==> src/rtl/ssps_pkg.sv <==
// Shared types, constants and helpers for the sleep-state package scanner.
// No dependencies.
package ssps_pkg;

    localparam int HEADER_BYTES       = 36;
    localparam int PACKAGE_TAIL_BYTES = 11;
    localparam int OUT_DEPTH          = 4;
    localparam int CFG_INDEX_W        = 2;
    localparam int TYPE_SHIFT         = 10;

    localparam logic [CFG_INDEX_W-1:0] CFG_PM1A = 2'd0;
    localparam logic [CFG_INDEX_W-1:0] CFG_PM1B = 2'd1;

    localparam logic [23:0] SIG_HEAD     = 24'h5F5335;  // "_S5"
    localparam logic [7:0]  SIG_TAIL     = 8'h5F;       // "_"
    localparam logic [7:0]  PKG_OPCODE   = 8'h12;
    localparam logic [7:0]  BYTE_PREFIX  = 8'h0A;
    localparam logic [15:0] SLEEP_ENABLE = 16'h2000;

    typedef enum logic [9:0] {
        PH_SEARCH  = 10'b00_0000_0001,
        PH_PKGOP   = 10'b00_0000_0010,
        PH_PKGLEN  = 10'b00_0000_0100,
        PH_LENTAIL = 10'b00_0000_1000,
        PH_NUMEL   = 10'b00_0001_0000,
        PH_A_PRE   = 10'b00_0010_0000,
        PH_A       = 10'b00_0100_0000,
        PH_B_PRE   = 10'b00_1000_0000,
        PH_B       = 10'b01_0000_0000,
        PH_DONE    = 10'b10_0000_0000
    } phase_t;

    typedef struct packed {
        logic        found;
        logic [15:0] port_address;
        logic [15:0] control_word;
        logic        last_write;
    } result_t;

    // up to two results produced by one byte
    typedef struct packed {
        logic [1:0] count;
        result_t    first;
        result_t    second;
    } push_t;

    function automatic logic [15:0] ctl_word(input logic [7:0] sleep_type);
        logic [17:0] shifted;
        shifted = 18'(sleep_type) << TYPE_SHIFT;
        return shifted[15:0] | SLEEP_ENABLE;
    endfunction

endpackage

==> src/rtl/ssps_parser.sv <==
// Byte-at-a-time parser: signature search window, package header skip,
// sleep type capture and result generation. Depends on ssps_pkg.
module ssps_parser
    import ssps_pkg::*;
(
    input  logic        clk,
    input  logic        rst_n,
    input  logic        byte_vld,
    input  logic [7:0]  byte_data,
    input  logic        byte_last,
    input  logic [15:0] pm1a_port,
    input  logic [15:0] pm1b_port,
    output push_t       push
);

    logic [31:0] offset_reg, offset_next;
    logic [31:0] length_reg, length_next;
    logic [23:0] recent_reg, recent_next;
    phase_t      phase_reg, phase_next;
    logic [1:0]  skip_reg, skip_next;
    logic [7:0]  type_a_reg, type_a_next;

    logic        win_ok;
    logic [32:0] win_end;
    logic [31:0] len_byte;
    push_t       res;

    assign win_end  = {1'b0, offset_reg} + 33'(PACKAGE_TAIL_BYTES - 3);
    assign win_ok   = (offset_reg >= 32'(HEADER_BYTES + 3)) && (win_end < {1'b0, length_reg});
    assign len_byte = 32'(byte_data) << {offset_reg[1:0], 3'b000};

    always_comb
    begin
        offset_next = (offset_reg == '1) ? offset_reg : offset_reg + 32'd1;
        length_next = length_reg;
        recent_next = {recent_reg[15:0], byte_data};
        phase_next  = phase_reg;
        skip_next   = skip_reg;
        type_a_next = type_a_reg;
        res         = '0;

        // little-endian length lives in header bytes 4..7
        if (offset_reg[31:3] == '0 && offset_reg[2])
        begin
            length_next = length_reg | len_byte;
        end

        unique case (phase_reg)
            PH_SEARCH:
            begin
                if (recent_reg == SIG_HEAD && byte_data == SIG_TAIL && win_ok)
                begin
                    phase_next = PH_PKGOP;
                end
            end
            PH_PKGOP, PH_PKGLEN:
            begin
                if (phase_reg == PH_PKGOP && byte_data == PKG_OPCODE)
                begin
                    phase_next = PH_PKGLEN;
                end
                else
                begin
                    skip_next  = byte_data[7:6];
                    phase_next = (byte_data[7:6] == 2'd0) ? PH_NUMEL : PH_LENTAIL;
                end
            end
            PH_LENTAIL:
            begin
                skip_next = skip_reg - 2'd1;
                if (skip_reg == 2'd1)
                begin
                    phase_next = PH_NUMEL;
                end
            end
            PH_NUMEL:
            begin
                phase_next = PH_A_PRE;
            end
            PH_A_PRE, PH_A:
            begin
                if (phase_reg == PH_A_PRE && byte_data == BYTE_PREFIX)
                begin
                    phase_next = PH_A;
                end
                else
                begin
                    type_a_next = byte_data;
                    phase_next  = PH_B_PRE;
                end
            end
            PH_B_PRE, PH_B:
            begin
                if (phase_reg == PH_B_PRE && byte_data == BYTE_PREFIX)
                begin
                    phase_next = PH_B;
                end
                else
                begin
                    phase_next = PH_DONE;
                    res.first  = '{found: 1'b1, port_address: pm1a_port,
                                   control_word: ctl_word(type_a_reg),
                                   last_write: (pm1b_port == '0)};
                    if (pm1b_port != '0)
                    begin
                        res.second = '{found: 1'b1, port_address: pm1b_port,
                                       control_word: ctl_word(byte_data),
                                       last_write: 1'b1};
                        res.count  = 2'd2;
                    end
                    else
                    begin
                        res.count = 2'd1;
                    end
                end
            end
            default:
            begin
                phase_next = PH_DONE;
            end
        endcase

        if (byte_last)
        begin
            // not-found report when nothing was written for this table
            if (res.count == 2'd0 && phase_next != PH_DONE)
            begin
                res.first = '{found: 1'b0, port_address: '0, control_word: '0,
                              last_write: 1'b1};
                res.count = 2'd1;
            end
            offset_next = '0;
            length_next = '0;
            recent_next = '0;
            phase_next  = PH_SEARCH;
            skip_next   = '0;
            type_a_next = '0;
        end

        if (!byte_vld)
        begin
            res.count = 2'd0;
        end
    end

    assign push = res;

    always_ff @(posedge clk or negedge rst_n)
    begin
        if (!rst_n)
        begin
            offset_reg <= '0;
            length_reg <= '0;
            recent_reg <= '0;
            phase_reg  <= PH_SEARCH;
            skip_reg   <= '0;
            type_a_reg <= '0;
        end
        else if (byte_vld)
        begin
            offset_reg <= offset_next;
            length_reg <= length_next;
            recent_reg <= recent_next;
            phase_reg  <= phase_next;
            skip_reg   <= skip_next;
            type_a_reg <= type_a_next;
        end
    end

endmodule

==> src/rtl/ssps_out_fifo.sv <==
// Result queue: takes up to two results a cycle, hands out one a cycle.
// Depends on ssps_pkg.
module ssps_out_fifo
    import ssps_pkg::*;
#(
    parameter int DEPTH = OUT_DEPTH
)
(
    input  logic                       clk,
    input  logic                       rst_n,
    input  push_t                      push,
    input  logic                       pop,
    output result_t                    head,
    output logic [$clog2(DEPTH+1)-1:0] count
);

    localparam int PTR_W = $clog2(DEPTH);
    localparam int CNT_W = $clog2(DEPTH + 1);

    result_t            mem_reg [DEPTH];
    logic [PTR_W-1:0]   wr_ptr_reg, wr_ptr_next;
    logic [PTR_W-1:0]   rd_ptr_reg, rd_ptr_next;
    logic [CNT_W-1:0]   count_reg, count_next;
    logic [PTR_W-1:0]   wr_ptr_1;
    logic               pop_ok;

    function automatic logic [PTR_W-1:0] ptr_inc(input logic [PTR_W-1:0] p);
        return (p == PTR_W'(DEPTH - 1)) ? '0 : p + 1'b1;
    endfunction

    assign wr_ptr_1 = ptr_inc(wr_ptr_reg);
    assign pop_ok   = pop && (count_reg != '0);

    always_comb
    begin
        case (push.count)
            2'd1:    wr_ptr_next = wr_ptr_1;
            2'd2:    wr_ptr_next = ptr_inc(wr_ptr_1);
            default: wr_ptr_next = wr_ptr_reg;
        endcase
        rd_ptr_next = pop_ok ? ptr_inc(rd_ptr_reg) : rd_ptr_reg;
        count_next  = count_reg + CNT_W'(push.count) - CNT_W'(pop_ok);
    end

    always_ff @(posedge clk or negedge rst_n)
    begin
        if (!rst_n)
        begin
            wr_ptr_reg <= '0;
            rd_ptr_reg <= '0;
            count_reg  <= '0;
        end
        else
        begin
            wr_ptr_reg <= wr_ptr_next;
            rd_ptr_reg <= rd_ptr_next;
            count_reg  <= count_next;
        end
    end

    always_ff @(posedge clk)
    begin
        if (push.count != 2'd0)
        begin
            mem_reg[wr_ptr_reg] <= push.first;
        end
        if (push.count == 2'd2)
        begin
            mem_reg[wr_ptr_1] <= push.second;
        end
    end

    assign head  = mem_reg[rd_ptr_reg];
    assign count = count_reg;

endmodule

==> src/rtl/sleep_state_package_scanner.sv <==
// Top level: input register, configuration registers, parser and result queue.
// Latency: a byte accepted passes through the input register and is parsed, and its results are shown from the queue.
// Throughput: one byte per cycle while in_ready is high; in_ready drops when the queue,
// counting the results of the staged byte, can no longer take two more results.
// Reset (rst_n, async, active low) clears the scan state, ports and queue.
// Depends on ssps_pkg, ssps_parser, ssps_out_fifo.
module sleep_state_package_scanner
    import ssps_pkg::*;
#(
    parameter int OUT_DEPTH_P = OUT_DEPTH
)
(
    input  logic                   clk,
    input  logic                   rst_n,
    input  logic                   in_valid,
    output logic                   in_ready,
    input  logic [7:0]             table_byte,
    input  logic                   last_byte,
    output logic                   out_valid,
    input  logic                   out_ready,
    output logic                   found,
    output logic [15:0]            port_address,
    output logic [15:0]            control_word,
    output logic                   last_write,
    input  logic                   cfg_valid,
    output logic                   cfg_ready,
    input  logic [CFG_INDEX_W-1:0] cfg_index,
    input  logic [15:0]            cfg_data
);

    localparam int CNT_W = $clog2(OUT_DEPTH_P + 1);

    logic              stage_vld_reg;
    logic [7:0]        stage_byte_reg;
    logic              stage_last_reg;
    logic [15:0]       pm1a_reg;
    logic [15:0]       pm1b_reg;
    push_t             push;
    result_t           head;
    logic [CNT_W-1:0]  q_count;
    logic [CNT_W:0]    q_need;
    logic              in_xact;

    // room for the byte in the stage plus the next one
    assign q_need    = {1'b0, q_count} + (CNT_W + 1)'(push.count);
    assign in_ready  = q_need <= (CNT_W + 1)'(OUT_DEPTH_P - 2);
    assign in_xact   = in_valid && in_ready;
    assign cfg_ready = 1'b1;

    always_ff @(posedge clk or negedge rst_n)
    begin
        if (!rst_n)
        begin
            stage_vld_reg  <= 1'b0;
            stage_byte_reg <= '0;
            stage_last_reg <= 1'b0;
        end
        else
        begin
            stage_vld_reg <= in_xact;
            if (in_xact)
            begin
                stage_byte_reg <= table_byte;
                stage_last_reg <= last_byte;
            end
        end
    end

    always_ff @(posedge clk or negedge rst_n)
    begin
        if (!rst_n)
        begin
            pm1a_reg <= '0;
            pm1b_reg <= '0;
        end
        else if (cfg_valid)
        begin
            unique case (cfg_index)
                CFG_PM1A: pm1a_reg <= cfg_data;
                CFG_PM1B: pm1b_reg <= cfg_data;
                default:  ;
            endcase
        end
    end

    ssps_parser u_parser (
        .clk       (clk),
        .rst_n     (rst_n),
        .byte_vld  (stage_vld_reg),
        .byte_data (stage_byte_reg),
        .byte_last (stage_last_reg),
        .pm1a_port (pm1a_reg),
        .pm1b_port (pm1b_reg),
        .push      (push)
    );

    ssps_out_fifo #(
        .DEPTH (OUT_DEPTH_P)
    ) u_out_fifo (
        .clk   (clk),
        .rst_n (rst_n),
        .push  (push),
        .pop   (out_ready),
        .head  (head),
        .count (q_count)
    );

    assign out_valid    = q_count != '0;
    assign found        = head.found;
    assign port_address = head.port_address;
    assign control_word = head.control_word;
    assign last_write   = head.last_write;

`ifndef SYNTHESIS
    a_queue_bound: assert property (@(posedge clk) disable iff (!rst_n)
        q_count <= CNT_W'(OUT_DEPTH_P))
        else $error("result queue overflow");

    a_two_needs_b: assert property (@(posedge clk) disable iff (!rst_n)
        push.count == 2'd2 |-> pm1b_reg != '0)
        else $error("second write with port B absent");

    a_notfound_clean: assert property (@(posedge clk) disable iff (!rst_n)
        out_valid && !found |-> last_write && port_address == '0 && control_word == '0)
        else $error("malformed not-found report");

    a_push_only_staged: assert property (@(posedge clk) disable iff (!rst_n)
        !stage_vld_reg |-> push.count == 2'd0)
        else $error("results without a staged byte");
`endif

endmodule

==> config.mk <==
export PLATFORM = sky130hd
export DESIGN_NAME = sleep_state_package_scanner
export DESIGN_NICKNAME = d
export VERILOG_FILES = /design/src/rtl/ssps_pkg.sv /design/src/rtl/ssps_parser.sv /design/src/rtl/ssps_out_fifo.sv /design/src/rtl/sleep_state_package_scanner.sv
export SDC_FILE = /design/constraint.sdc
export NUM_CORES = 1
export LEC_CHECK = 0
export BUFFER_PORTS_ARGS = -buffer_cell sky130_fd_sc_hd__buf_2
export CORE_ASPECT_RATIO = 0.5
export CORE_MARGIN = 10
export CORE_UTILIZATION = 63
export CTS_CLUSTER_SIZE = 14
export DETAILED_ROUTE_END_ITERATION = 6
export GPL_ROUTABILITY_DRIVEN = 0
export HOLD_SLACK_MARGIN = 0.05
export PLACE_DENSITY = 0.8
export SLEW_MARGIN = 20
export SYNTH_ARGS = -nofsm -noshare
export SYNTH_HDL_FRONTEND = slang
export SYNTH_HIERARCHICAL = 1
export SYNTH_SLANG_ARGS = --single-unit
==> constraint.sdc <==
create_clock -name clk -period 7.6 [get_ports clk]
set_input_delay 1.14 -clock clk [delete_from_list [all_inputs] [get_ports clk]]
set_output_delay 1.14 -clock clk [all_outputs]
set_load 0.02 [all_outputs]
### After elaboration in Yosys (flattened, before gate mapping)

Memory sizes are Yosys's and may differ from the RTL's.
Cells that the tools add are included.
Widths: inputs -> output; s select.

* eq/ne operators: 25
* reduce and logical (&&, ||, !) cells: 31
* mux-type cells: 34
* bitwise logic cells: 1
* $add $sub $neg: 9
* $lt $le $gt $ge: 3
* shift-type cells: 1

Operators by type and width (number)
* $mux 70: 2
* $mux 32: 4
* $mux 36: 2
* $pmux 10 s6: 1
* $mux 10: 5
* $mux 34: 1
* $add 32x4->33 const B: 1
* $lt 33x32->1: 1
* $add 32x1->32 const B: 1
* $eq 32x32->1 const B: 1
* $ge 32x6->1 const B: 1
* $or 32x32->32: 1
* $shl 8x5->32: 1
* $logic_not 29->1: 1
* $eq 24x23->1 const B: 1
* $mux 24: 1
* $mux 6: 3
* $logic_not 16->1: 1
* $reduce_bool 16->1: 1
* $mux 2: 7
* $eq 10x1->1 const B: 1
* $eq 10x2->1 const B: 1
* $eq 10x3->1 const B: 1
* $eq 10x4->1 const B: 1
* other kinds (30): 63

* bits in writable memories: 136
* output and inout port bits: 37
* memories: 1
* logic and storage cells: 119
* input port bits: 32
* register bits after elaboration: 155

Memory list
* u_out_fifo.mem_reg: depth 4, width 34, read ports 1, clocked after Yosys merged registers in 0, write ports 2, line ssps_out_fifo.sv:20 `result_t mem_reg [DEPTH];`

### Longest topological paths before layout

* depth after elaboration: 14
* depth in mapped cells: 14
* gate-level depth less buffers: 14

### By module

The synthesis kept the hierarchy.

By module, submodules not included
* ssps_out_fifo: cells each 384, area each 7175.6 µm², times used 1, seq. area each 4259.1 µm²
* ssps_parser: cells each 807, area each 6945.4 µm², times used 1, seq. area each 2628.8 µm²
* sleep_state_package_scanner: cells each 101, area each 1674.1 µm², times used 1, seq. area each 1051.0 µm²

### Worst setup path after synthesis

No wires, ideal clock.

* kind: reg-to-reg
* from: register stage_byte_reg[0]
* to: memory u_out_fifo/mem_reg[0][0] in the netlist's numbering, enable pin
* setup time: 0.472 ns
* required time: 7.128 ns
* slack: 2.025 ns
* stages on the path, launching flop included: 12
* arrival time: 5.102 ns
* period minus slack after synthesis: 5.575 ns
* path buffers: 2
* cells stage by stage: dfrtp_1 -> clkbuf_1 -> or4_1 -> or2_1 -> nand3b_1 -> a21boi_1 -> buf_2 -> and2_1 -> nor4_1 -> inv_1 -> ha_1 -> o21ai_0

RTL lines
* start, declared: line sleep_state_package_scanner.sv:34 `logic [7:0] stage_byte_reg;`
* start signal, assigned: line sleep_state_package_scanner.sv:63 `stage_byte_reg <= table_byte;`
* end, declared: line ssps_out_fifo.sv:20

==> key figures <==
Critical path
  – End of the worst register-to-register path: u_out_fifo/mem_reg[2][27]
  – CP Class: flop to primary output
  – Critical Path RT: 6460 ps
  – Crit path to: in_ready
  – Worst Setup Start Kind: flop
  – Crit end category: primary output
  – Worst path bufs/invs: 2
  – WP data arrival: around 4800 ps
  – CP max-delay cell: or4_1
  – Reg2reg start: stage_byte_reg[0]
  – CP max stage delay: 650 ps
  – CP Cell Sequence: or4_1, or2_1, nand3b_1, a21boi_4, buf_16, and2_1, nor4_1, ha_1, fa_1, a22oi_1, and2_1, buf_2
  – Crit-path most repeated cell: and2_1
  – Top delay family on crit path: simple AND/OR/NAND/NOR gates
  – Setup slack, reg-to-reg: around 2500 ps
  – Critical path startpoint: stage_byte_reg[0]
  – Worst path depth: 12
  – Crit Path Max Fanout: 35
  – Worst Reg-to-Reg Cells: 12

Power and ir drop
  – Power per cell area: 280 nW/um^2
  – Leak: 0.00683 uW
  – Max VDD drop: 0.155 mV
  – Tot Pwr: 4740 uW

Die
  – Core Area: 24300 um^2
  – # rows: 40
  – Die span in x: about 240 um
  – Top Ports: 69
  – Die Span Y: approximately 130 um
  – Initial Utilization: 64.9%
  – Die area: 32200 um^2

STA
  – Final setup vio count: 0
  – Final Cycle Share: 77.8%
  – Fin crit period: 5910 ps
  – Final slew viol count: 0
  – Fin Setup TNS: 0 ps
  – Max-slew headroom: 29.1%
  – Max Clock Freq: 169 MHz
  – Clk_skew: 12.6 ps
  – Hold Fails Final Rpt: 0
  – Worst-Margin Slew: 1060 ps
  – RSZ-0062 raised after global routing: no
  – Hold Slack: 498 ps

Detailed routing
  – Post-route ant nets: 0
  – DRC errors left: 0
  – Initial DRT Pass Iterations: 5
  – Routed vias/inst: 6.14
  – DRT Wirelength: 35200 um
  – Routed vias: 10.2k
  – DRT iter0 DRCs: 1000
  – Routed wire per std cell: 21.1 um

Logic synthesis
  – Synth cell count leaders: 179 x mux2_2, 153 x dfrtp_1, 136 x edfxtp_1
  – Average size of a mapped cell: 12.2 um^2
  – Sequential share of the synthesized area: 50.3%
  – Area fraction of the dominant cell type after synthesis: 25.9%
  – Post-Syn Area: approximately 16000 um^2
  – Seq cells post-synth: 290
  – Yosys warning count: 6
  – Mapped Cells: 1292
  – Top cells by area, synth: edfxtp_1 26%, dfrtp_1 24%, mux2_2 13%
  – Synth cell types: 84
  – Post-synth EDFFs: roughly 140
  – Synth async-reset ratio: between 50% and 60%
  – Top-count cell post-synth: mux2_2
  – Largest area contributor in the netlist: edfxtp_1
  – Top_reg_cell synth: dfrtp_1

Clock tree
  – Post-cts resize count: 0
  – TritonCTS Buffers: 26
  – CTS H-tree depth: 1
  – Hold_buf cts: 0
  – Clk buf depth: 3
  – Clock insertion delay at the later pin of the skew report: 550 ps
  – Post-CTS setup buffer count: 0
  – Root Buffer: clkbuf_16
  – TritonCTS clock tree: built
  – Clk slew on worst S/H paths: 70 ps
  – CTS Sinks: 290

Worst hold path
  – Worst Hold Depth: 1
  – Worst Hold Class: flop to flop

Layout
  – Max reg flops: 136
  – Final Cell Area: about 17000 um^2
  – Final nets: 1397
  – Finished Layout Cells: 1669
  – Diode count: 0
  – Area growth, synth to finish: 7.18%
  – Layout cell share with drive strength beyond 1: between 20% and 30%

Placed design
  – Area post-placement: 16100 um^2
  – Detailed Place HPWL: 23200 um
  – I/O Buffers: 67
  – DP Cell Count: roughly 1.6k

Global routing
  – Number of global-route vias before repair: ~10k
  – Initial antenna violation count: 0
  – Largest net degree at the start of global routing: 85
  – GRT overflow: 0
  – GRT Overall Usage: 21.6%
  – First-pass GRT wire length: 57200 um

Outcome
  – Status: finished clean

Flow run
  – Max Cap Viol: 0
[how the worst min path moves through the flow]
| stage | from | endpoint | slack (ps) |
|---|---|---|---|
| finish | pm1a_reg[14] | pm1a_reg[14] | 500 |
| global route | pm1a_reg[14] | pm1a_reg[14] | 520 |
| CTS | pm1a_reg[14] | pm1a_reg[14] | 500 |
| detailed placement | pm1a_reg[14] | pm1a_reg[14] | 490 |
| global placement | u_parser/recent_reg[23] | u_parser/recent_reg[23] | 470 |
| floorplan | u_parser/recent_reg[22] | u_parser/recent_reg[22] | 450 |
[cells in the final DEF (no fill, tap or decap), types with 30 or more instances in the layout]
master / instances
a21oi_1: 48
xnor2_1: 35
mux2_2: 179
o21ai_0: 38
buf_2: 66
inv_1: 69
dfrtp_1: 152
nand3_1: 30
mux4_2: 31
ha_1: 50
nand2_1: 59
edfxtp_1: 136
nor2_1: 71
[cells by family (layout without fill, tap and decap cells)]
group           Yosys count  after routing  share of synthesized area, %
mux                     217            217                          17.9
simple gates            330            330                          11.5
compound gates          178            178                          7.35
other cells               2             21                        0.0475
buf+inv                 174            196                          5.96
xor+xnor                 49             49                          2.72
flops                   290            290                          50.3
fa+ha+maj                52             52                          4.21
[cell type report]
type                            instances  area (um^2)
Clock inverter                          4         33.8
Inverter                               70          263
Multi-Input combinational cell        847         7050
Sequential cell                       290         7940
Clock buffer                           44          778
Timing Repair Buffer                   78          444
Fill cell                            1730         7390
Tap cell                              336          420
[through the flow]
| step | utilization (%) | setup slack (ps) |
|---|---|---|
| detailed placement | 66.1 | 2260 |
| CTS | 69.5 | 1690 |
| floorplan | - | 2030 |
| finish | 69.6 | 1690 |
| global route | 69.6 | 1410 |
| global placement | 66.1 | 2430 |
[report_power, final]
part | switching, uW | internal [uW]
clock network | 574 | 697
logic | 844 | 556
registers | 197 | 1870
total | 1620 | 3120
[routing by layer]
| layer | share of wire [%] | GRT usage, % |
|---|---|---|
| met1 | 43 | 29.6 |
| met2 | 49 | 35.8 |
| met4 | 2.2 | 5.01 |
| met3 | 5.5 | 3.11 |
| met5 | 0 | 0 |
(Power assumes the default switching activity.)
